===== config.mk =====
export PLATFORM = sky130hd
export DESIGN_NAME = touch_swipe_gesture_detector
export DESIGN_NICKNAME = d
export VERILOG_FILES = /design/src/rtl/tsgd_pkg.sv /design/src/rtl/tsgd_classify.sv /design/src/rtl/touch_swipe_gesture_detector.sv
export VERILOG_INCLUDE_DIRS = /design/src /design/src/rtl
export SDC_FILE = /design/constraint.sdc
export NUM_CORES = 1
export LEC_CHECK = 0
export BUFFER_PORTS_ARGS = -buffer_cell sky130_fd_sc_hd__buf_4
export CAP_MARGIN = 10
export CORE_UTILIZATION = 50
export CTS_BUF_LIST = sky130_fd_sc_hd__clkbuf_8
export CTS_CLUSTER_DIAMETER = 150
export DETAILED_ROUTE_END_ITERATION = 10
export PLACE_DENSITY = 0.71
export SYNTH_ARGS = -nofsm -noshare
export SYNTH_HDL_FRONTEND = slang
export SYNTH_HIERARCHICAL = 1
export SYNTH_SLANG_ARGS = --single-unit
export TNS_END_PERCENT = 50

===== constraint.sdc =====
create_clock -name clk -period 4.8 [get_ports clk]
set_clock_uncertainty 0.15 [all_clocks]
set_input_delay 0.48 -clock clk [delete_from_list [all_inputs] [get_ports clk]]
set_output_delay 0.48 -clock clk [all_outputs]
set_load 0.02 [all_outputs]

===== src/rtl/touch_swipe_gesture_detector_defines.svh =====
// Assertion macros for the top RTL file of the swipe detector.
`ifndef TOUCH_SWIPE_GESTURE_DETECTOR_DEFINES_SVH
`define TOUCH_SWIPE_GESTURE_DETECTOR_DEFINES_SVH

// Antecedent implies consequent in the same cycle.
`define TSGD_ASSERT_IMPLY(label, clk, rst_n, ante, cons) \
	label: assert property (@(posedge clk) disable iff (!(rst_n)) (ante) |-> (cons)) \
		else $error("assertion failed: same-cycle implication");

// Antecedent implies consequent in the next cycle.
`define TSGD_ASSERT_NEXT(label, clk, rst_n, ante, cons) \
	label: assert property (@(posedge clk) disable iff (!(rst_n)) (ante) |=> (cons)) \
		else $error("assertion failed: next-cycle implication");

`endif


===== src/rtl/tsgd_pkg.sv =====
`default_nettype none
package tsgd_pkg;

	// Configuration port geometry.
	localparam int CFG_IDX_W  = 3;
	localparam int CFG_DATA_W = 10;

	// Field widths fixed by the interface.
	localparam int COUNT_W   = 4;
	localparam int RAW_W     = 13;
	localparam int PANEL_W   = 10;
	localparam int SAMPLES_W = 8;

	// Register indexes.
	localparam logic [CFG_IDX_W-1:0] REG_PANEL_WIDTH  = 3'd0;
	localparam logic [CFG_IDX_W-1:0] REG_PANEL_HEIGHT = 3'd1;
	localparam logic [CFG_IDX_W-1:0] REG_ROTATE       = 3'd2;
	localparam logic [CFG_IDX_W-1:0] REG_MIN_TRAVEL   = 3'd3;
	localparam logic [CFG_IDX_W-1:0] REG_MIN_SAMPLES  = 3'd4;

	// Register reset values.
	localparam logic [PANEL_W-1:0]   PANEL_WIDTH_RST  = 10'd466;
	localparam logic [PANEL_W-1:0]   PANEL_HEIGHT_RST = 10'd466;
	localparam logic [PANEL_W-1:0]   MIN_TRAVEL_RST   = 10'd40;
	localparam logic [SAMPLES_W-1:0] MIN_SAMPLES_RST  = 8'd3;

	localparam logic [SAMPLES_W-1:0] PRESS_COUNT_MAX = 8'd255;

	// Gesture codes reported on the result.
	typedef enum logic [2:0] {
		GEST_NONE  = 3'd0,
		GEST_LEFT  = 3'd1,
		GEST_RIGHT = 3'd2,
		GEST_UP    = 3'd3,
		GEST_DOWN  = 3'd4
	} gesture_t;

endpackage
`default_nettype wire


===== src/rtl/tsgd_classify.sv =====
`default_nettype none
module tsgd_classify #(
	parameter int COORD_BITS = 10
) (
	input  wire logic [COORD_BITS-1:0]          start_x,
	input  wire logic [COORD_BITS-1:0]          start_y,
	input  wire logic [COORD_BITS-1:0]          last_x,
	input  wire logic [COORD_BITS-1:0]          last_y,
	input  wire logic [tsgd_pkg::PANEL_W-1:0]   min_travel,
	output tsgd_pkg::gesture_t                  gesture
);
	import tsgd_pkg::*;

	// Compare width covers the doubled travel and the threshold.
	localparam int CMP_W = ((COORD_BITS > PANEL_W) ? COORD_BITS : PANEL_W) + 2;

	logic signed [COORD_BITS:0] dx;
	logic signed [COORD_BITS:0] dy;
	logic [COORD_BITS-1:0]      adx;
	logic [COORD_BITS-1:0]      ady;
	logic [CMP_W-1:0]           adx_e;
	logic [CMP_W-1:0]           ady_e;
	logic [CMP_W-1:0]           adx2_e;
	logic [CMP_W-1:0]           ady2_e;
	logic [CMP_W-1:0]           travel_e;

	// Signed travel and its magnitude on each axis.
	always_comb begin
		dx       = $signed({1'b0, last_x}) - $signed({1'b0, start_x});
		dy       = $signed({1'b0, last_y}) - $signed({1'b0, start_y});
		adx      = dx[COORD_BITS] ? COORD_BITS'(-dx) : COORD_BITS'(dx);
		ady      = dy[COORD_BITS] ? COORD_BITS'(-dy) : COORD_BITS'(dy);
		adx_e    = CMP_W'(adx);
		ady_e    = CMP_W'(ady);
		adx2_e   = CMP_W'({adx, 1'b0});
		ady2_e   = CMP_W'({ady, 1'b0});
		travel_e = CMP_W'(min_travel);
	end

	// The horizontal test wins when both axes qualify.
	always_comb begin
		gesture = GEST_NONE;
		if (adx_e >= travel_e && adx_e >= ady2_e) begin
			gesture = dx[COORD_BITS] ? GEST_LEFT : GEST_RIGHT;
		end else if (ady_e >= travel_e && ady_e >= adx2_e) begin
			gesture = dy[COORD_BITS] ? GEST_UP : GEST_DOWN;
		end
	end

endmodule
`default_nettype wire


===== src/rtl/touch_swipe_gesture_detector.sv =====
// Touch swipe gesture detector.
// The sample channel (sample_valid, sample_stall) carries one touch poll per
// beat: point_count, raw_x and raw_y. The result channel (result_valid,
// result_stall) returns exactly one beat per poll, in order: pressed,
// point_x, point_y and gesture. A swipe is reported on the result of the
// poll that releases the press.
// A taken sample beat waits in the input register; once the output register
// is free or draining, the classification and state update land in the
// output register, which drives result_valid.
// Throughput is one poll per cycle while the receiver does not stall, set by
// the single pass through the bounds check, rotation and swipe compare.
// When the receiver stalls, the output register holds its beat and one more
// sample is still taken into the input register; after that sample_stall
// rises until the result moves.
// The configuration channel (cfg_valid, cfg_ready, cfg_index, cfg_data) is
// always ready; write it only while no poll is in flight.
// Reset (arst_n low) empties both registers, clears the press tracking and
// loads the register defaults: 466 by 466 panel, no rotation, 40 pixels of
// travel and 3 samples.
`default_nettype none
`include "touch_swipe_gesture_detector_defines.svh"
module touch_swipe_gesture_detector #(
	parameter int COORD_BITS = 10
) (
	input  wire logic                            clk,
	input  wire logic                            arst_n,
	// Sample channel.
	input  wire logic                            sample_valid,
	output logic                                 sample_stall,
	input  wire logic [tsgd_pkg::COUNT_W-1:0]    point_count,
	input  wire logic signed [tsgd_pkg::RAW_W-1:0] raw_x,
	input  wire logic signed [tsgd_pkg::RAW_W-1:0] raw_y,
	// Result channel.
	output logic                                 result_valid,
	input  wire logic                            result_stall,
	output logic                                 pressed,
	output logic [COORD_BITS-1:0]                point_x,
	output logic [COORD_BITS-1:0]                point_y,
	output logic [2:0]                           gesture,
	// Configuration channel.
	input  wire logic                            cfg_valid,
	output logic                                 cfg_ready,
	input  wire logic [tsgd_pkg::CFG_IDX_W-1:0]  cfg_index,
	input  wire logic [tsgd_pkg::CFG_DATA_W-1:0] cfg_data
);
	import tsgd_pkg::*;

	// Configuration registers.
	logic [PANEL_W-1:0]   panel_width_q;
	logic [PANEL_W-1:0]   panel_height_q;
	logic                 rotate_q;
	logic [PANEL_W-1:0]   min_travel_q;
	logic [SAMPLES_W-1:0] min_samples_q;

	// Input stage.
	logic                     valid_s1;
	logic [COUNT_W-1:0]       count_s1;
	logic signed [RAW_W-1:0]  raw_x_s1;
	logic signed [RAW_W-1:0]  raw_y_s1;

	// Output stage.
	logic                  valid_s2;
	logic                  pressed_s2;
	logic [COORD_BITS-1:0] point_x_s2;
	logic [COORD_BITS-1:0] point_y_s2;
	gesture_t              gesture_s2;

	// Press tracking state.
	logic                  was_pressed_q;
	logic [COORD_BITS-1:0] start_x_q;
	logic [COORD_BITS-1:0] start_y_q;
	logic [COORD_BITS-1:0] last_x_q;
	logic [COORD_BITS-1:0] last_y_q;
	logic [SAMPLES_W-1:0]  press_count_q;
	logic [COORD_BITS-1:0] held_x_q;
	logic [COORD_BITS-1:0] held_y_q;

	// Handshake control.
	logic sample_fire;
	logic advance;

	// Per-poll combinational results.
	logic                  touched;
	logic [PANEL_W-1:0]    px_full;
	logic [PANEL_W-1:0]    py_full;
	logic [COORD_BITS-1:0] px;
	logic [COORD_BITS-1:0] py;
	logic                  swipe_ok;
	gesture_t              swipe_code;
	gesture_t              gesture_next;
	logic [SAMPLES_W-1:0]  press_count_next;

	assign cfg_ready = 1'b1;

	// Configuration writes; indexes beyond the list are dropped.
	always_ff @(posedge clk or negedge arst_n) begin
		if (!arst_n) begin
			panel_width_q  <= PANEL_WIDTH_RST;
			panel_height_q <= PANEL_HEIGHT_RST;
			rotate_q       <= 1'b0;
			min_travel_q   <= MIN_TRAVEL_RST;
			min_samples_q  <= MIN_SAMPLES_RST;
		end else if (cfg_valid && cfg_ready) begin
			unique case (cfg_index)
				REG_PANEL_WIDTH:  panel_width_q  <= cfg_data;
				REG_PANEL_HEIGHT: panel_height_q <= cfg_data;
				REG_ROTATE:       rotate_q       <= cfg_data[0];
				REG_MIN_TRAVEL:   min_travel_q   <= cfg_data;
				REG_MIN_SAMPLES:  min_samples_q  <= cfg_data[SAMPLES_W-1:0];
				default: begin
				end
			endcase
		end
	end

	// The input stage moves on when the output register is free or draining.
	assign advance      = valid_s1 && (!valid_s2 || !result_stall);
	assign sample_stall = valid_s1 && !advance;
	assign sample_fire  = sample_valid && !sample_stall;

	always_ff @(posedge clk or negedge arst_n) begin
		if (!arst_n) begin
			valid_s1 <= 1'b0;
		end else if (sample_fire) begin
			valid_s1 <= 1'b1;
		end else if (advance) begin
			valid_s1 <= 1'b0;
		end
	end

	always_ff @(posedge clk) begin
		if (sample_fire) begin
			count_s1 <= point_count;
			raw_x_s1 <= raw_x;
			raw_y_s1 <= raw_y;
		end
	end

	// Bounds check and optional quarter turn.
	always_comb begin
		touched = (count_s1 != '0) && !raw_x_s1[RAW_W-1] && !raw_y_s1[RAW_W-1]
			&& (raw_x_s1[RAW_W-2:0] < (RAW_W-1)'(panel_width_q))
			&& (raw_y_s1[RAW_W-2:0] < (RAW_W-1)'(panel_height_q));
		if (rotate_q) begin
			px_full = raw_y_s1[PANEL_W-1:0];
			py_full = panel_width_q - PANEL_W'(1) - raw_x_s1[PANEL_W-1:0];
		end else begin
			px_full = raw_x_s1[PANEL_W-1:0];
			py_full = raw_y_s1[PANEL_W-1:0];
		end
		px = COORD_BITS'(px_full);
		py = COORD_BITS'(py_full);
	end

	tsgd_classify #(
		.COORD_BITS (COORD_BITS)
	) u_classify (
		.start_x    (start_x_q),
		.start_y    (start_y_q),
		.last_x     (last_x_q),
		.last_y     (last_y_q),
		.min_travel (min_travel_q),
		.gesture    (swipe_code)
	);

	// A release of a long enough press reports the classified swipe.
	always_comb begin
		swipe_ok     = !touched && was_pressed_q && (press_count_q >= min_samples_q);
		gesture_next = swipe_ok ? swipe_code : GEST_NONE;
		if (!was_pressed_q) begin
			press_count_next = SAMPLES_W'(1);
		end else if (press_count_q == PRESS_COUNT_MAX) begin
			press_count_next = PRESS_COUNT_MAX;
		end else begin
			press_count_next = press_count_q + SAMPLES_W'(1);
		end
	end

	// Press tracking advances with each poll that reaches the output stage.
	always_ff @(posedge clk or negedge arst_n) begin
		if (!arst_n) begin
			was_pressed_q <= 1'b0;
			start_x_q     <= '0;
			start_y_q     <= '0;
			last_x_q      <= '0;
			last_y_q      <= '0;
			press_count_q <= '0;
			held_x_q      <= '0;
			held_y_q      <= '0;
		end else if (advance) begin
			was_pressed_q <= touched;
			if (touched) begin
				if (!was_pressed_q) begin
					start_x_q <= px;
					start_y_q <= py;
				end
				last_x_q      <= px;
				last_y_q      <= py;
				press_count_q <= press_count_next;
				held_x_q      <= px;
				held_y_q      <= py;
			end else begin
				press_count_q <= '0;
			end
		end
	end

	// Output register.
	always_ff @(posedge clk or negedge arst_n) begin
		if (!arst_n) begin
			valid_s2 <= 1'b0;
		end else if (advance) begin
			valid_s2 <= 1'b1;
		end else if (!result_stall) begin
			valid_s2 <= 1'b0;
		end
	end

	always_ff @(posedge clk) begin
		if (advance) begin
			pressed_s2 <= touched;
			point_x_s2 <= touched ? px : held_x_q;
			point_y_s2 <= touched ? py : held_y_q;
			gesture_s2 <= gesture_next;
		end
	end

	assign result_valid = valid_s2;
	assign pressed      = pressed_s2;
	assign point_x      = point_x_s2;
	assign point_y      = point_y_s2;
	assign gesture      = gesture_s2;

	// A gesture only rides on a released sample.
	`TSGD_ASSERT_IMPLY(a_gesture_on_release, clk, arst_n,
		valid_s2 && (gesture_s2 != GEST_NONE), !pressed_s2)
	// An ongoing press has counted at least one sample.
	`TSGD_ASSERT_IMPLY(a_press_counted, clk, arst_n, was_pressed_q, press_count_q != '0)
	// Stall is raised only while the input stage holds a poll.
	`TSGD_ASSERT_IMPLY(a_stall_needs_item, clk, arst_n, sample_stall, valid_s1)
	// A touched poll leaves the press tracker in the pressed state.
	`TSGD_ASSERT_NEXT(a_press_tracked, clk, arst_n, advance && touched, was_pressed_q)

endmodule
`default_nettype wire


## After elaboration in Yosys (flattened, before gate mapping)

Cells that the tools add are included.
Widths: inputs -> output; s select.

| storage, ports and cells | value |
|---|---|
| register bits after elaboration | 164 |
| bits in latches | 0 |
| bits in writable memories | 0 |
| bits in read-only memories | 0 |
| input bits | 48 |
| output and inout port bits | 27 |
| word-level logic and storage cells | 89 |
| memories kept | 0 |

| operators by class | value |
|---|---|
| add/sub/neg operators | 7 |
| multipliers | 0 |
| div/mod/pow operators | 0 |
| order comparisons | 7 |
| equal/unequal tests | 6 |
| shifts and indexed selects | 0 |
| multiplexer cells | 17 |
| bitwise logic cells | 1 |
| reduce and logical (&&, ||, !) cells | 29 |

Operators with widths:

| kind | number |
|---|---|
| $mux 10 | 6 |
| $lt 12x10->1 | 2 |
| $mux 8 | 3 |
| $ge 10x11->1 | 2 |
| $sub 10x10->11 | 2 |
| $ge 10x10->1 | 2 |
| $neg 10->10 | 2 |
| $reduce_and 2->1 | 6 |
| $logic_and 1x1->1 | 11 |
| $sub 10x1->10 const B | 1 |
| $sub 10x10->10 | 1 |
| $mux 3 | 3 |
| $add 8x1->8 const B | 1 |
| $eq 8x8->1 const B | 1 |
| $ge 8x8->1 | 1 |
| $logic_not 1->1 | 7 |
| $eq 3x2->1 const B | 2 |
| $mux 1 | 4 |
| $reduce_bool 4->1 | 1 |
| $eq 3x1->1 const B | 1 |
| $eq 3x3->1 const B | 1 |
| $logic_not 3->1 | 1 |
| $reduce_and 3->1 | 1 |
| $mux 2 | 1 |
| 4 further kinds | 4 |

## Depth between registers and ports, before layout

Gate-level depths: netlist of run 1.

| depth | value |
|---|---|
| word-level depth | 8 |
| gate-level depth with buffers | 22 |
| depth with buffers taken out | 21 |

## Cells and area by module

The synthesis of run 1 kept the hierarchy.

Modules (own cells, without submodules):

| module | instances | cells an instance | area an instance (µm²) | sequential area each (µm²) |
|---|---|---|---|---|
| touch_swipe_gesture_detector | 1 | 658 | 7344.5 | 4391.7 |
| tsgd_classify | 1 | 317 | 2434.8 | 0.0 |

## Least setup slack after synthesis of run 1

OpenSTA, ideal clock, no wires.

| path | value |
|---|---|
| path kind | flip-flop to flip-flop |
| from | register last_y_q[0] |
| to | register gesture_s2[0], in the netlist gesture[0] (data pin) |
| library setup time | 0.131 ns |
| data arrival time | 4.293 ns |
| required time | 4.519 ns |
| setup slack | 0.226 ns |
| cell stages (with the launch flop) | 21 |
| path buffers | 0 |
| period minus slack after synthesis | 4.574 ns |
| cells stage by stage | dfrtp_1 inv_1 ha_1 inv_1 fa_1 a211oi_1 nor3b_1 o21a_1 a311oi_1 o21ai_0 xnor2_1 inv_1 ha_1 o211ai_1 a21oi_1 a211oi_1 o32ai_1 a211oi_2 o221ai_2 o32ai_1 and2_1 |

| between the ends | value |
|---|---|
| cells in the longest elaborated chain, start to end | 7 |
| elaborated cells between the ends (all ways) | 11 |
| those cells by class | 2 x add/sub; 3 x order compare; 4 x mux; 2 x reduce/logical |

RTL lines:

| what | line | text |
|---|---|---|
| start, declared | touch_swipe_gesture_detector.sv:73 | `logic [COORD_BITS-1:0] last_y_q;` |
| start signal, assigned | touch_swipe_gesture_detector.sv:198 | `last_y_q <= py;` |
| $sub 10x10->11 * | tsgd_classify.sv:30 | `dy = $signed({1'b0, last_y}) - $signed({1'b0, start_y});` |
| $neg 10->10 | tsgd_classify.sv:32 | `ady = dy[COORD_BITS] ? COORD_BITS'(-dy) : COORD_BITS'(dy);` |
| $mux 10 | tsgd_classify.sv:32 |  |
| $ge 10x11->1 / $ge 10x10->1 (equally long branches) | tsgd_classify.sv:45 | `end else if (ady_e >= travel_e && ady_e >= adx2_e) begin` |
| $logic_and 1x1->1 | tsgd_classify.sv:45 |  |
| $mux 3 | tsgd_classify.sv:45 |  |
| $mux 3 * | tsgd_classify.sv:43 | `if (adx_e >= travel_e && adx_e >= ady2_e) begin` |
| net swipe_code[0] | touch_swipe_gesture_detector.sv:89 | `gesture_t swipe_code;` |
| end signal, assigned | touch_swipe_gesture_detector.sv:224 | `gesture_s2 <= gesture_next;` |
| end, declared | touch_swipe_gesture_detector.sv:66 | `gesture_t gesture_s2;` |

The timed path passes the listed nets; every way through them passes the cells marked *.
A chain may end at the register's enable or synchronous reset.

## Worst setup path after layout of run 1

Ends and elaborated chain as after synthesis.

==> results of run 1 <==
-- worst max-delay path by stage --
stage	from	to	slack (ps)
after floorplan	last_y_q[0]	gesture[0]	230
after global placement	last_y_q[0]	gesture[0]	270
after detailed placement	last_y_q[0]	gesture[0]	150
after CTS	last_y_q[0]	gesture[0]	130
after global routing	last_y_q[0]	gesture[0]	40
final	last_y_q[0]	gesture[0]	350
-- layout make-up --
class	instances	area, um2	share of cell area, %
inverters	92	345	3.13
multi-input cells	688	4900	44.4
repair buffers	94	706	6.40
clock buffers	17	234	2.12
clock inverters	15	131	1.19
flip-flops and latches	164	4390	39.8
well taps	260	325	2.95
-- power breakdown --
part | leakage (nW) | switching, W | internal (W) | total [W]
Combinational | 2.85 | 0.00231 | 0.00184 | 0.00415
Clock | 0.178 | 0.000536 | 0.000412 | 0.000948
Sequential | 1.93 | 0.0000999 | 0.00168 | 0.00178
-- through the flow --
step | util (%) | hold slack [ps] | area [um2] | total power (W) | cells
final | 58.2 | -15.2 | 11000 | 0.00687 | 1330
after global routing | 58.2 | 1.54 | 11000 | 0.00748 | 1330
after CTS | 57.9 | 14.6 | 11000 | 0.00678 | 1327
after detailed placement | 56.0 | 322 | 10600 | 0.00582 | 1295
after global placement | 56.0 | 313 | 10600 | 0.00576 | 1295
after floorplan | - | 34.4 | 9780 | 0.00486 | 975
-- cell families after synthesis --
logic type / count (synthesis)
AO/OA/AOI/OAI: 261
adder cells (fa/ha/maj): 97
AND/OR/NAND/NOR: 265
multiplexers: 34
other: 1
XOR/XNOR: 30
buffers and inverters: 123
flip-flops: 164
-- cell usage in the layout, fill, tap and decap left out, drive strengths merged, types with 4 or more instances in the layout --
cell type,netlist,final
inv,91,98
dfrtp,96,96
nand2,95,95
buf,23,94
ha,93,93
o21ai,90,90
a21oi,70,70
nor2,69,69
edfxtp,54,54
nand3,24,24
xnor2,19,19
mux2i,19,19
a21o,17,17
clkbuf,8,17
mux2,15,15
dfstp,14,14
and2,13,13
nand2b,11,11
xor2,11,11
a31oi,9,9
nor2b,9,9
o21a,9,9
nand4,8,8
or2,8,8
o211ai,8,8
a211oi,7,7
clkinvlp,0,5
and3,5,5
o31ai,5,5
nor3,4,4
o32ai,4,4
-- per-layer routing --
layer	global-route usage [%]	wire (um)
met4	8.32	499
met5	0	0
met1	30.7	9970
met2	38.4	10700
met3	3.81	743
-- repair_timing --
item	in CTS	in global routing
resized for setup	0	5
hold buffers	0	0
setup buffers	0	3
setup endpoints to repair	0	3
hold endpoints to repair	0	0
-- critical path, cell delays in order (launching register included) --
cell and delay, ps:
dfrtp_1 380, inv_1 60, ha_1 150, inv_1 60, fa_2 350, a211oi_2 280
nor3b_2 90, o21a_1 200, a311oi_1 270, buf_4 190, o21ai_0 100, xnor2_1 240
inv_1 70, ha_1 310, o211ai_1 180, a21oi_1 80, a211oi_2 200, o32ai_1 120
a211oi_2 290, o221ai_2 170, o32ai_2 260, and2_1 150
==> impl_results.md, run 1 <==
- Cell variety after synth: 91
- Reg-to-reg endpoint: gesture[0]
- Crit Path Category: reg -> reg
- CTS Buf Count: 17
- Post-synthesis compound-gate area fraction: 17.6%
- Die Footprint: 0.0201 mm2
- CTS max path bufs: 2
- DRT antenna net count: 0
- Relative slew slack: 34.5%
- Die Wd: 142 um
- Synth Area per Inst: 10.0 um2
- Critical Path Fanout Max: 7
- Most common cell in the synthesized netlist: dfrtp_1
- Netlist Area Pre-Place: 0.00978 mm2
- DR pass1 iterations: 6
- Setup TNS: 0 ps
- Fmax: 225 MHz
- Drt via density: 5.46
- Post-Synthesis Net Count: 1,119
- Synth async-reset ratio: 67.1%
- Hold slack: -15.2 ps
- Pleak: 4.96 nW
- Number of global-route vias before repair: 6,948
- Slew of the pin with the lowest slew margin: 983 ps
- # setup viols final: 0
- Largest regs: raw_x_s1 (13), raw_y_s1 (13)
- Worst r2r src: last_y_q[0]
- Outcome: complete, but fails checks
- Detailed Place HPWL: 16.6 mm
- First-pass GRT wire length: 35.7 mm
- Initial DRC Count: 548
- Sequential-to-total area share from yosys stat: 44.9%
- Critical Path RT: 4990 ps
- Simple-gate portion of the synthesized area: 12.9%
- Core area: 0.0190 mm2
- CTS tree: built
- Largest family of logic cells by synthesized area: compound AO/OA/AOI/OAI gates
- Area grow syn2layout: 12.8%
- Clk slew on worst S/H paths: 90 ps
- Diode count: 0
- Post-synth EDFFs: 54
- PortBufs: 73
- Fill cells: 1,647
- Post-synthesis register bit count: 164
- Top Ports: 75
- Startpoint Class: flip-flop
- Synth top area share: 24.6%
- GRT Total Usage: 23.2%
- Setup slack after layout: 349 ps
- Die Ht: 142 um
- Initial antenna violation count: 0
- Final Hold Fails: 1
- Reg2Reg Setup Slack: 350 ps
- # rows: 50
- Crit path capture type: flip-flop
- Clk_lat worst skew: 470 ps
- Syn Inst Count: 975
- Power density over the cells: 623 mW/mm2
- Final Wtd Congestion: 0.864
- Root Driver: clkbuf_8
- Layout cells sized above 1: 18.6%
- H-tree depth: 4
- DRC violations left: 0
- Top_reg_cell synth: dfrtp_1
- Initial Utilization: 51.6%
- Top post-synthesis cells by count: dfrtp_1 (96), nand2_1 (95), ha_1 (93)
- Synth Area in Adders: 12.6%
- DRT Wirelength: 21.9 mm
- Worst VDD drop: 389 uV
- CP arrival: 4640 ps
- Final period util: 92.7%
- GRT Residual Overflow: 0
- Failing checks: negative hold slack
- Reg2Reg Depth: 21
- Cell taking the most area after synthesis: dfrtp_1
- Final Critical Period: 4450 ps
- Final Max Slew Viols: 0
- Worst hold-check path type: in -> async
- Clock net sink count: 164
- Mux cell area share after synthesis: 3.84%
- Pre-CTS setup slack: 149 ps
- Fin nets: 1,201
- Largest net degree at the start of global routing: 76
- Vias: 7,265
- Unrepaired setup endpoints after global routing: false
- WL/cell: 16.5 um
- Yosys warning count: 6
- Xor/xnor share of the synthesized area: 2.69%
- Main area contributors after synthesis: dfrtp_1 (25%), edfxtp_1 (17%), ha_1 (12%)
- MaxCap Viol Count: 0
Note: power is estimated with default switching activity, not from simulation.
==> inputs of run 2 (changes only) <==
==> constraint.sdc (replaced) <==
create_clock -name clk -period 4.8 [get_ports clk]
set_clock_uncertainty 0.15 [all_clocks]
set_input_delay 0.24 -clock clk [delete_from_list [all_inputs] [get_ports clk]]
set_output_delay 0.24 -clock clk [all_outputs]
set_load 0.02 [all_outputs]
==> run 2 against run 1 <==
  * The flow now finishes without violations
  * Register-to-register slack gained 20 ps
  * Design area grew 3.9%
  * Hold slack gained 43 ps
  * Flip-flop and latch count is the same
  * Clock-buffer cell count is the same
  * Sequential power is essentially flat
  * Critical path type unchanged
  * Total power grew 0.79%
  * Maximum frequency grew 0.45%
  * Highest routed layer unchanged
  * Clock power shrank 2%
  * Largest power group unchanged
  * Via count grew 2.8%
  * Die area is the same
==> impl_results.md, run 2 (synthesized netlist as in run 1, its figures left out) <==
- Outcome: finished clean (was complete, but fails checks)
- Initial Utilization: 51.6% (unchanged)
- Die Footprint: 0.0201 mm2 (unchanged)
- Layout cells sized above 1: 17.6% (was 18.6%)
- Clock net sink count: 164 (unchanged)
- Die Ht: 142 um (unchanged)
- Largest regs: raw_x_s1 (13), raw_y_s1 (13) (unchanged)
- Most common cell after layout, fill and taps aside: dfrtp_1 (unchanged)
- Worst VDD drop: 323 uV (was 389 uV)
- Final Critical Period: 4430 ps (was 4450 ps)
- Relative slew slack: 35.1% (was 34.5%)
- # setup viols final: 0 (unchanged)
- Core area: 0.0190 mm2 (unchanged)
- Initial DRC Count: 517 (was 548)
- First-pass GRT wire length: 37.1 mm (was 35.7 mm)
- Diode count: 0 (unchanged)
- Slew of the pin with the lowest slew margin: 960 ps (was 983 ps)
- Root Driver: clkbuf_8 (unchanged)
- Clk slew on worst S/H paths: 90 ps (about the same)
- Worst hold-check path type: in -> reg (was in -> async)
- Final Max Slew Viols: 0 (unchanged)
- Critical Path Fanout Max: 7 (unchanged)
- # rows: 50 (unchanged)
- Number of global-route vias before repair: 7,195 (was 6,948)
- Critical Path RT: 5000 ps (was 4990 ps)
- Final Hold Fails: 0 (was 1)
- Largest net degree at the start of global routing: 71 (was 76)
- H-tree depth: 4 (unchanged)
- Top Ports: 75 (unchanged)
- Final Wtd Congestion: 0.841 (was 0.864)
- Detailed Place HPWL: 16.6 mm (about the same)
- Cell Chain, Critical Path: inv_1, ha_1, inv_1, fa_1, a211oi_2, nor3b_1, o21a_1, a311oi_2, buf_4, o21ai_0, xnor2_1, inv_1, ha_1, a21o_1, a211oi_2, o32ai_1, a211oi_2, o221ai_2, o32ai_1, and2_1 (was inv_1, ha_1, inv_1, fa_2, a211oi_2, nor3b_2, o21a_1, a311oi_1, buf_4, o21ai_0, xnor2_1, inv_1, ha_1, o211ai_1, a21oi_1, a211oi_2, o32ai_1, a211oi_2, o221ai_2, o32ai_2, and2_1)
- Slowest-stage cell, CP: fa_1 (was dfrtp_1)
- Startpoint Class: flip-flop (unchanged)
- MaxCap Viol Count: 0 (unchanged)
- Area grow syn2layout: 17.2% (was 12.8%)
- DRC violations left: 0 (unchanged)
- Setup TNS: 0 ps (unchanged)
- GRT Total Usage: 24.2% (was 23.2%)
- WL/cell: 16.7 um (was 16.5 um)
- DR pass1 iterations: 5 (was 6)
- DRT Wirelength: 22.9 mm (was 21.9 mm)
- Crit path capture type: flip-flop (unchanged)
- GRT Residual Overflow: 0 (unchanged)
- Commonest non-fill, non-tap cells in the layout: dfrtp_1 (96), nand2_1 (95), ha_1 (93) (was dfrtp_1 (96), nand2_1 (95), buf_4 (94))
- CP arrival: 4630 ps (was 4640 ps)
- PortBufs: 73 (unchanged)
- Drt via density: 5.44 (was 5.46)
- Unrepaired setup endpoints after global routing: false (unchanged)
- CTS tree: built (unchanged)
- Die Wd: 142 um (unchanged)
- Vias: 7,471 (was 7,265)
- Slowest stage delay, CP: 410 ps (was 380 ps)
- Crit Path Category: reg -> reg (unchanged)
- Crit path buf inv count: 4 (unchanged)
- DRT antenna net count: 0 (unchanged)
- Power density over the cells: 605 mW/mm2 (was 623 mW/mm2)
- Fmax: 226 MHz (was 225 MHz)
- Initial antenna violation count: 0 (unchanged)
- Pleak: 5.13 nW (was 4.96 nW)
- Clk_lat worst skew: 480 ps (was 470 ps)
- CTS max path bufs: 2 (unchanged)
- Fin nets: 1,244 (was 1,201)
- Crit path max-delay family: compound AO/OA/AOI/OAI gates (unchanged)
- Final period util: 92.3% (was 92.7%)
- Pwr Total: 0.00693 W (was 0.00687 W)
- CTS Buf Count: 17 (unchanged)
run 2: cell count changes in the layout (fill, tap and decap cells not counted), moves of 2 or more:
cell and change:
clkinv_4 +2, inv_8 +2, dlygate4sd3_1 +46, buf_4 -3
inv_1 -2
run 2: repair_timing:
action / 4_1_cts / 5_1_grt
hold endpoints to repair: 130 / 0
setup endpoints to repair: 0 / 3
hold buffers: 46 / 0
resized for setup: 0 / 4
setup buffers: 0 / 1
run 2: final cells by class:
class                           count  area, um2
Clock buffer                       17        234
Clock inverter                     15        124
Tap cell                          260        325
Inverter                           92        345
Fill cell                        1565       7500
Multi-Input combinational cell    688       4900
Timing Repair Buffer              137       1140
Sequential cell                   164       4390
run 2: report_power, final:
group	switching, W	total [W]	internal [W]
combinational	0.00236	0.00422	0.00186
sequential	0.000102	0.00178	0.00168
clock	0.000559	0.000929	0.000369
total	0.00302	0.00693	0.00391
run 2: per-stage QoR:
step           hold slack (ps)  util [%]  cells  cell area, um2  setup slack, ps
6_report                  27.9      60.5   1373           11500              369
5_1_grt                   43.0      60.5   1373           11500             62.3
4_1_cts                   5.77      60.3   1372           11400              174
3_5_place_dp               269      56.0   1294           10600              205
3_3_place_gp               269      56.0   1294           10600              277
2_1_floorplan             -206         -    975            9780              226
run 2: path summary, 6_finish.rpt:
path                               from          endpoint  slack (ps)  cells after the start
max reg2reg                 last_y_q[0]        gesture[0]         370                     20
min in group asynchronous        arst_n  panel_width_q[5]         260                      2
max in group asynchronous        arst_n   min_travel_q[5]        3150                      3
max                         last_y_q[0]        gesture[0]         370                     20
min                        cfg_index[2]          rotate_q          30                      4
min reg2reg                start_y_q[1]      start_y_q[1]         340                      2
run 2: tightest hold or removal path, stage by stage:
cell and delay [ps]:
buf_4 90, nor2b_1 70, nand3b_1 100, mux2_2 140
run 2: per-layer routing:
metal | global-route usage, % | wire [um] | up-vias
met5 | 0 | 0 | -
met4 | 8.09 | 459 | 0
met3 | 3.88 | 856 | 35
met2 | 41.3 | 11300 | 155
met1 | 31.4 | 10300 | 3591
li1 | - | - | 3690
==> inputs of run 3 (changes only) <==
--- a/config.mk
+++ b/config.mk
@@ -15,6 +15,5 @@
 export PLACE_DENSITY = 0.71
 export SYNTH_ARGS = -nofsm -noshare
 export SYNTH_HDL_FRONTEND = slang
-export SYNTH_HIERARCHICAL = 1
 export SYNTH_SLANG_ARGS = --single-unit
 export TNS_END_PERCENT = 50
==> run 3 against run 2 <==
  * Sequential share of layout area grew 0.24 points
  * Flip-flop and latch count did not move
  * Via count down 1.4%
  * First-iteration DRC count fell by 35%
  * Register-to-register slack got worse by 60 ps
  * Combinational power down 6.4%
  * Critical path type unchanged
  * Highest routed layer unchanged
==> impl_results.md, run 3 <==
- Outcome: finished clean (unchanged)
- Worst VDD drop: 346 uV (was 323 uV)
- Final Hold Fails: 0 (unchanged)
- H-tree depth: 4 (unchanged)
- Cell taking the most area after synthesis: dfrtp_1 (unchanged)
- Crit path capture type: flip-flop (unchanged)
- WL/cell: 16.0 um (was 16.7 um)
- Most common cell in the synthesized netlist: dfrtp_1 (unchanged)
- CTS Buf Count: 17 (unchanged)
- Drt via density: 5.37 (was 5.44)
- Sequential-to-total area share from yosys stat: 45.5% (was 44.9%)
- Die Ht: 141 um (was 142 um)
- Diode count: 0 (unchanged)
- Detailed Place HPWL: 16.0 mm (was 16.6 mm)
- Area post-placement: 0.0105 mm2 (was 0.0106 mm2)
- Syn Inst Count: 982 (was 975)
- Worst r2r src: start_x_q[1] (was last_y_q[0])
- Main area contributors after synthesis: dfrtp_1 (25%), edfxtp_1 (17%), ha_1 (12%) (unchanged)
- Clk slew on worst S/H paths: 90 ps (about the same)
- Cell variety after synth: 73 (was 91)
- Clock power share: 15.6% (was 13.4%)
- Post-Layout Cell Count: 1,373 (unchanged)
- Initial DRC Count: 334 (was 517)
- Setup slack after layout: 307 ps (was 369 ps)
- Top post-synthesis cells by count: dfrtp_1 (96), inv_1 (95), nand2_1 (95) (was dfrtp_1 (96), nand2_1 (95), ha_1 (93))
- Switch share: 42.6% (was 43.6%)
- Layout cells sized above 1: 15.3% (was 17.6%)
- DRC violations left: 0 (unchanged)
- Largest net degree at the start of global routing: 78 (was 71)
- Flop pwr share: 26.1% (was 25.7%)
- Critical Path RT: 4950 ps (was 5000 ps)
- Commonest non-fill, non-tap cells in the layout: inv_1 (96), dfrtp_1 (96), nand2_1 (95) (was dfrtp_1 (96), nand2_1 (95), ha_1 (93))
- Synth Area per Inst: 9.83 um2 (was 10.0 um2)
- DR pass1 iterations: 5 (unchanged)
- Clock net sink count: 164 (unchanged)
- Pleak: 5.18 nW (was 5.13 nW)
- Post-Synthesis Net Count: 1,127 (was 1,119)
- Largest regs: raw_x_s1 (13), raw_y_s1 (13) (unchanged)
- Core area: 0.0188 mm2 (was 0.0190 mm2)
- Gate power share: 58.3% (was 60.9%)
- Pre-CTS setup slack: 190 ps (was 205 ps)
- First-pass GRT wire length: 35.7 mm (was 37.1 mm)
- CTS tree: built (unchanged)
- DRT Wirelength: 22.0 mm (was 22.9 mm)
- # setup viols final: 0 (unchanged)
- Synth async-reset ratio: 67.1% (unchanged)
- Critical Path Fanout Max: 4 (was 7)
- DRT antenna net count: 0 (unchanged)
- Final Wtd Congestion: 0.968 (was 0.841)
- Inst Count DP: 1,296 (was 1,294)
- GRT Total Usage: 23.5% (was 24.2%)
- Post-route cell area: 0.0114 mm2 (was 0.0115 mm2)
- Slowest stage delay, CP: 520 ps (was 410 ps)
- Top_reg_cell synth: dfrtp_1 (unchanged)
- CTS max path bufs: 2 (unchanged)
- Initial Utilization: 51.2% (was 51.6%)
- Setup TNS: 0 ps (unchanged)
- Slew of the pin with the lowest slew margin: 1000 ps (was 960 ps)
- GRT Residual Overflow: 0 (unchanged)
- Power density over the cells: 596 mW/mm2 (was 605 mW/mm2)
- Die Footprint: 0.0199 mm2 (was 0.0201 mm2)
- Netlist Area Pre-Place: 0.00965 mm2 (was 0.00978 mm2)
- Area grow syn2layout: 18.0% (was 17.2%)
- P_sw: 0.00289 W (was 0.00302 W)
- Clk_lat worst skew: 460 ps (was 480 ps)
- Relative slew slack: 33.4% (was 35.1%)
- Fmax: 223 MHz (was 226 MHz)
- Fill cells: 1,527 (was 1,565)
- CP arrival: 4640 ps (was 4630 ps)
- Cell Chain, Critical Path: inv_1, ha_1, nor2b_1, o2111ai_1, a41oi_1, nor2_1, xnor2_1, o41ai_1, xnor2_1, inv_1, ha_1, o211ai_1, o21a_1, or4_4, or3_1, o22ai_1 (was inv_1, ha_1, inv_1, fa_1, a211oi_2, nor3b_1, o21a_1, a311oi_2, buf_4, o21ai_0, xnor2_1, inv_1, ha_1, a21o_1, a211oi_2, o32ai_1, a211oi_2, o221ai_2, o32ai_1, and2_1)
- P_int: 0.00390 W (was 0.00391 W)
- Yosys warning count: 0 (was 6)
- Top Ports: 75 (unchanged)
- Final Max Slew Viols: 0 (unchanged)
- Vias: 7,368 (was 7,471)
- Synth top area share: 24.9% (was 24.6%)
- Final period util: 93.6% (was 92.3%)
- Slowest-stage cell, CP: or4_4 (was fa_1)
- PortBufs: 73 (unchanged)
- Worst hold-check path type: in -> reg (unchanged)
- Startpoint Class: flip-flop (unchanged)
- Final Critical Period: 4490 ps (was 4430 ps)
- Initial antenna violation count: 0 (unchanged)
- Root Driver: clkbuf_8 (unchanged)
- Number of global-route vias before repair: 7,156 (was 7,195)
- CP startpoint: start_x_q[1] (was last_y_q[0])
- Hold slack: 36.1 ps (was 27.9 ps)
- MaxCap Viol Count: 0 (unchanged)
- Post-synth EDFFs: 54 (unchanged)
- # rows: 50 (unchanged)
- Post-synthesis register bit count: 164 (unchanged)
- Crit Path Category: reg -> reg (unchanged)
- Worst Min Path Start: cfg_index[0] (was cfg_index[2])
- Die Wd: 141 um (was 142 um)
- Fin nets: 1,245 (was 1,244)
## run 3: cell types whose count changed after synthesis, sizes merged, moves of 5 or more
cell and change:
xnor2 +7, and2 -6, or2 -6, o21ai +6, o31ai -5, nor2 +8
nor3 +6, or3 +9, nand3 -9, buf -16, clkbuf +16
## run 3: critical path: cells and delay by family (launching register included)
family | cells | cell delay [ps]
buffers and inverters | 2 | 160
DFF | 1 | 410
adders and majority gates | 2 | 570
xor gates and xnor gates | 2 | 390
and+or+nand+nor | 4 | 1320
AOI/OAI and AO/OA | 6 | 1340
## run 3: logic make-up after synthesis
family | synth area share, %
AO/OA/AOI/OAI | 16.5
other | 0.0389
AND/OR/NAND/NOR | 12.9
adder cells (fa/ha/maj) | 12.8
buffers and inverters | 5.06
XOR/XNOR | 3.33
multiplexers | 3.81
flip-flops | 45.5
## run 3: through the flow
step	util (%)	total power [W]
finish	60.5	0.00679
global route	60.5	0.00745
CTS	60.3	0.00674
detailed placement	55.7	0.00564
global placement	55.7	0.00554
floorplan	-	0.00478
## run 3: worst paths after layout
path / end / slack [ps] / cells past startpoint
worst min-delay path: rotate_q / 40 / 3
worst max-delay path: gesture[1] / 310 / 16
worst min register to register: start_x_q[9] / 340 / 2
max in group asynchronous: held_x_q[2] / 3110 / 3
worst max register to register: gesture[1] / 310 / 16
min in group asynchronous: panel_height_q[9] / 340 / 2
## run 3: power by group through the flow
| stage | Sequential, W | Clock [W] | Combinational (W) |
|---|---|---|---|
| finish | 0.00177 | 0.00106 | 0.00395 |
| global route | 0.00179 | 0.00113 | 0.00452 |
| CTS | 0.00177 | 0.00108 | 0.00389 |
| detailed placement | 0.00180 | 0 | 0.00384 |
| global placement | 0.00179 | 0 | 0.00375 |
| floorplan | 0.00180 | 0 | 0.00298 |
## run 3: repair_timing
action,in CTS,in global routing
endpoints found under the hold margin,133,0
resized for setup,0,6
hold buffers,44,0
setup buffers,0,1
endpoints found under the setup margin,0,3
## run 3: metal layers
layer  GRT usage (%)  share of wire, %
met1            30.1                45
met2            39.6                49
met3            4.25               3.8
met4            9.50               2.8
met5               0                 0
## run 3: final cells by class
cell class              count  area (um2)  area share, %
multi-input cells         691        4800           42.2
repair buffers            130        1090           9.54
well taps                 260         325           2.86
clock inverters            14         174           1.53
flip-flops and latches    164        4390           38.6
clock buffers              18         248           2.18
inverters                  96         360           3.16
